## config.mk

```make
export PLATFORM = sky130hd
export DESIGN_NAME = bbs_axis_map
export DESIGN_NICKNAME = d
export VERILOG_FILES = /design/src/rtl/bbs_pkg.sv /design/src/rtl/bbs_axis_map.sv
export SDC_FILE = /design/constraint.sdc
export NUM_CORES = 1
export LEC_CHECK = 0
export BUFFER_PORTS_ARGS = -buffer_cell sky130_fd_sc_hd__buf_4
export CAP_MARGIN = 20
export CORE_MARGIN = 2
export CORE_UTILIZATION = 32
export DETAILED_ROUTE_END_ITERATION = 10
export PLACE_DENSITY = 0.75
export SETUP_SLACK_MARGIN = 0.3
export SLEW_MARGIN = 15
export SYNTH_ARGS = -nofsm -noshare
export SYNTH_HDL_FRONTEND = slang
export SYNTH_SLANG_ARGS = --single-unit
```

## constraint.sdc

```tcl
create_clock -name vclk -period 4.7
set_input_delay 0.705 -clock vclk [all_inputs]
set_output_delay 0.705 -clock vclk [all_outputs]
set_load 0.01 [all_outputs]
```

## src/rtl/bbs_pkg.sv

```systemverilog
`timescale 1ns / 1ps
// ----------------------------------------------------------------------------
// bbs_pkg
// Shared widths, register indexes and operation codes of the bilinear
// bitmap scale unit.
// ----------------------------------------------------------------------------
package bbs_pkg;

   // fixed field widths
   localparam int COORD_W    = 10;
   localparam int STEP_W     = 24;
   localparam int SIZE_W     = 7;
   localparam int PIX_W      = 8;
   localparam int POS_W      = COORD_W + STEP_W;
   localparam int CSR_IDX_W  = 2;
   localparam int CSR_DATA_W = 24;

   typedef logic [PIX_W-1:0] pixel_type;

   // operation codes
   localparam logic OP_WRITE   = 1'b0;
   localparam logic OP_REQUEST = 1'b1;

   // register indexes
   localparam logic [CSR_IDX_W-1:0] CSR_SRC_WIDTH  = 2'd0;
   localparam logic [CSR_IDX_W-1:0] CSR_SRC_HEIGHT = 2'd1;
   localparam logic [CSR_IDX_W-1:0] CSR_X_STEP     = 2'd2;
   localparam logic [CSR_IDX_W-1:0] CSR_Y_STEP     = 2'd3;

   // register reset values
   localparam logic [SIZE_W-1:0] SIZE_RESET = 7'd64;
   localparam logic [STEP_W-1:0] STEP_RESET = 24'd65536;

endpackage

```

## src/rtl/bbs_axis_map.sv

```systemverilog
`timescale 1ns / 1ps
// ----------------------------------------------------------------------------
// bbs_axis_map
// Maps a fixed-point source position on one axis to its two neighbours
// (floor saturated to the last line, ceil clamped at the edge), their
// bank parities, their half indexes inside the even and odd banks, and
// the fraction.
// ----------------------------------------------------------------------------
module bbs_axis_map
   import bbs_pkg::*;
#(
   parameter int MAX_SIDE  = 64,
   parameter int FRAC_BITS = 16
) (
   input  logic [POS_W-1:0]           pos,
   input  logic [SIZE_W-1:0]          size,
   output logic [FRAC_BITS-1:0]       frac,
   output logic                       lo_odd,
   output logic                       hi_odd,
   output logic [$clog2(MAX_SIDE)-2:0] even_half,
   output logic [$clog2(MAX_SIDE)-2:0] odd_half
);

   localparam int CW   = $clog2(MAX_SIDE);
   localparam int HW   = CW - 1;
   localparam int FL_W = POS_W - FRAC_BITS;
   localparam int SZ_W = (CW + 1 > SIZE_W) ? CW + 1 : SIZE_W;

   logic [SZ_W-1:0] size_ext;
   logic [SZ_W-1:0] size_eff;
   logic [SZ_W-1:0] last_ext;
   logic [CW-1:0]   last;
   logic [FL_W-1:0] floor_pos;
   logic [CW-1:0]   lo;
   logic [CW-1:0]   hi;
   logic            at_edge;

   // size in use, forced into 1..MAX_SIDE
   always_comb begin
      size_ext = SZ_W'(size);
      if (size == '0) begin
         size_eff = SZ_W'(1);
      end else if (size_ext > SZ_W'(MAX_SIDE)) begin
         size_eff = SZ_W'(MAX_SIDE);
      end else begin
         size_eff = size_ext;
      end
      last_ext = size_eff - SZ_W'(1);
      last     = last_ext[CW-1:0];
   end

   // floor saturation and ceil neighbour
   always_comb begin
      floor_pos = pos[POS_W-1:FRAC_BITS];
      if (floor_pos > FL_W'(last)) begin
         lo = last;
      end else begin
         lo = floor_pos[CW-1:0];
      end
      at_edge = (lo == last);
      hi      = at_edge ? lo : lo + CW'(1);
   end

   // bank indexes: odd neighbour always sits at lo/2, even one moves up
   // when lo is odd and the ceil is a distinct column
   always_comb begin
      lo_odd   = lo[0];
      hi_odd   = hi[0];
      odd_half = lo[CW-1:1];
      if (lo[0] && !at_edge) begin
         even_half = odd_half + HW'(1);
      end else begin
         even_half = odd_half;
      end
      frac = pos[FRAC_BITS-1:0];
   end

endmodule

```

==> run metrics <==
Int Pwr=between 0.00007 and 0.00008 W; Max Freq=~0.22 GHz; Site Rows=17; register area=0 sq um; DRC=0; Synth Area in Compound Gates=0.191; PortBufs=37; Hold Buf Count CTS=0; endpoint class of the critical path=output pin; Avg WL per Cell=around 14 um; ratio of cells with drive above 1 in the final layout=0.630; Tmin final=4570 ps; combinational family with the most area after synthesis=simple AND/OR/NAND/NOR gates; worst hold path type=in -> out; Final setup viols=0; Hold Slack=between 1000 and 1500 ps; nets=approximately 190; TritonRoute pass-1 iters=4; initial antenna violation count=0; synth warn=0; Synth Cell Area=just over 700 sq um; Tcrit/Tclk final=0.972; DR iter-0 viols=14; critical path peak fanout=6; Clock buffer cells=0; mux contribution to synthesized area=0.0578; clock network power share=0; global-route congestion overflow total=0; Sw Ratio=0.454; adder-cell share of the synthesized area=0.123; Fin. Hold Viols=0; part of the power in registers=0; Global Route Usage Sum=0.157; Synth Instances=96; P_sw=roughly 0.00006 W; CP arrival=between 3000 and 4000 ps; first-pass GRT wire length=about 3.3 mm; status=finished clean; worst setup margin=approximately 130 ps; RSZ-0062 raised after global routing=yes; Synth area leader=buf_4; Max VDD drop=around 0.068 mV; max-cap viol count=0; die area=approximately 2600 sq um; synth unique cells=33; simple logic cell fraction of the synthesized area=0.252; Area contributors post-synth=buf_4, ha_1, xnor2_1; Worst setup SP type=input pin; Critical Setup Path Class=in -> out; Synth top area share=0.168; xor/xnor share of the synthesized area=0.159; area grow syn2layout=72.5%; Slew HR=0.691; post-synthesis sequential area ratio=0; post-place setup slack=-8.39 ps; power per cell area=105 nW/um^2; vias in the first global route=a little under 800; area taken by multi-input logic gates=732 sq um; post-route ant nets=0; via count=around 840; Post-Syn Nets=144; I/O pin cnt=between 60 and 70; Final HPWL DP=1.71 mm; drt total wl=between 2 and 2.5 mm; core area=between 2000 and 2500 sq um; Layout fillers=just over 200; Vias/cell=between 5 and 6; Seq Cell Count=0; Worst Max-Slew Pin Slew=around 460 ps; Mean Syn Cell Area=between 7 and 8 sq um; ant diodes=0; Initial Utilization=0.329; gpl congestion=approximately 0.9; die height=51.3 um; DIE WIDTH=between 50 and 60 um; required time worst endpoint=3990 ps; largest net degree at the start of global routing=10; leak pwr=0.522 nW; Final Max Slew Viols=0; combinational share of power=1.000
==> power groups by stage <==
stage | Combinational (W) | Sequential, W | Clock (W)
floorplan | 0.0000716 | 0 | 0
global placement | 0.000105 | 0 | 0
detailed placement | 0.000108 | 0 | 0
CTS | 0.000120 | 0 | 0
global route | 0.000139 | 0 | 0
finish | 0.000129 | 0 | 0
==> through the flow <==
stage,power [W],TNS (ps),instances,util,instance area (sq um)
6_report,0.000129,0,163,0.568,1230
5_1_grt,0.000139,-72.7,163,0.568,1230
4_1_cts,0.000120,0,159,0.537,1170
3_5_place_dp,0.000108,-8.39,152,0.490,1060
3_3_place_gp,0.000105,0,152,0.490,1060
2_1_floorplan,0.0000716,0,96,-,822
==> metal layers <==
metal	up-vias	GRT usage	wire [um]
met5	-	0	0
met4	0	0.0132	5
met3	2	0.0263	239
met2	44	0.323	1210
met1	381	0.170	843
li1	411	-	-
==> synthesized netlist by cell type (all sizes together) <==
master  number
a221oi       2
nor4b        2
or2          1
nor2         5
o221ai       1
a31oi        1
nand3        2
nor3         1
ha           7
and3         1
or3          1
inv          8
nand4        3
xnor2        9
a311oi       1
xor2         4
a21oi        5
a21o         1
nand2b       2
buf         17
or3b         1
mux2         1
nand2        4
nor2b        2
mux2i        3
o21bai       1
o21ai        4
nor4         6
==> critical path, stage by stage <==
cell and delay [ps]:
buf_6 70, or2_4 120, nor4_4 40, o21bai_2 170, ha_4 180, or3b_4 390
a221oi_4 410, xnor2_2 130, and3_4 200, o21ai_4 270, mux2i_2 300, ha_2 230
nand2_2 70, nor3_2 120, xor2_1 160, nor2_1 60, a21oi_2 100, buf_4 130
==> cell type report <==
class,instances,area share
multi-input cells,71,0.594
repair buffers,56,0.353
well taps,28,0.0284
inverters,8,0.0244
==> what timing repair did <==
| item | 4_1_cts | 5_1_grt |
|---|---|---|
| endpoints found under the setup margin | 4 | 4 |
| gates resized for setup | 8 | 7 |
| setup buffers | 7 | 4 |
| pin swaps | 10 | 6 |
==> worst paths after layout <==
| path | start | endpoint | depth (start not counted) |
|---|---|---|---|
| min | pos[12] | frac[12] | 0 |
| max | size[5] | even_half[4] | 18 |
==> layout by cell type (no fill, tap or decap), types with 3 or more instances in the layout <==
cell     instances
buf_4           53
xnor2_1          7
ha_1             4
nor4_1           4
xor2_1           4
nand2_1          3
nor2_1           4
inv_1            7
nand4_1          3
==> logic make-up after synthesis <==
kind of cell / after synthesis
buffers and inverters: 25
adders and majority gates: 7
and+or+nand+nor: 31
muxes: 4
xor gates and xnor gates: 13
AOI/OAI and AO/OA: 16
(Power assumes the default switching activity.)
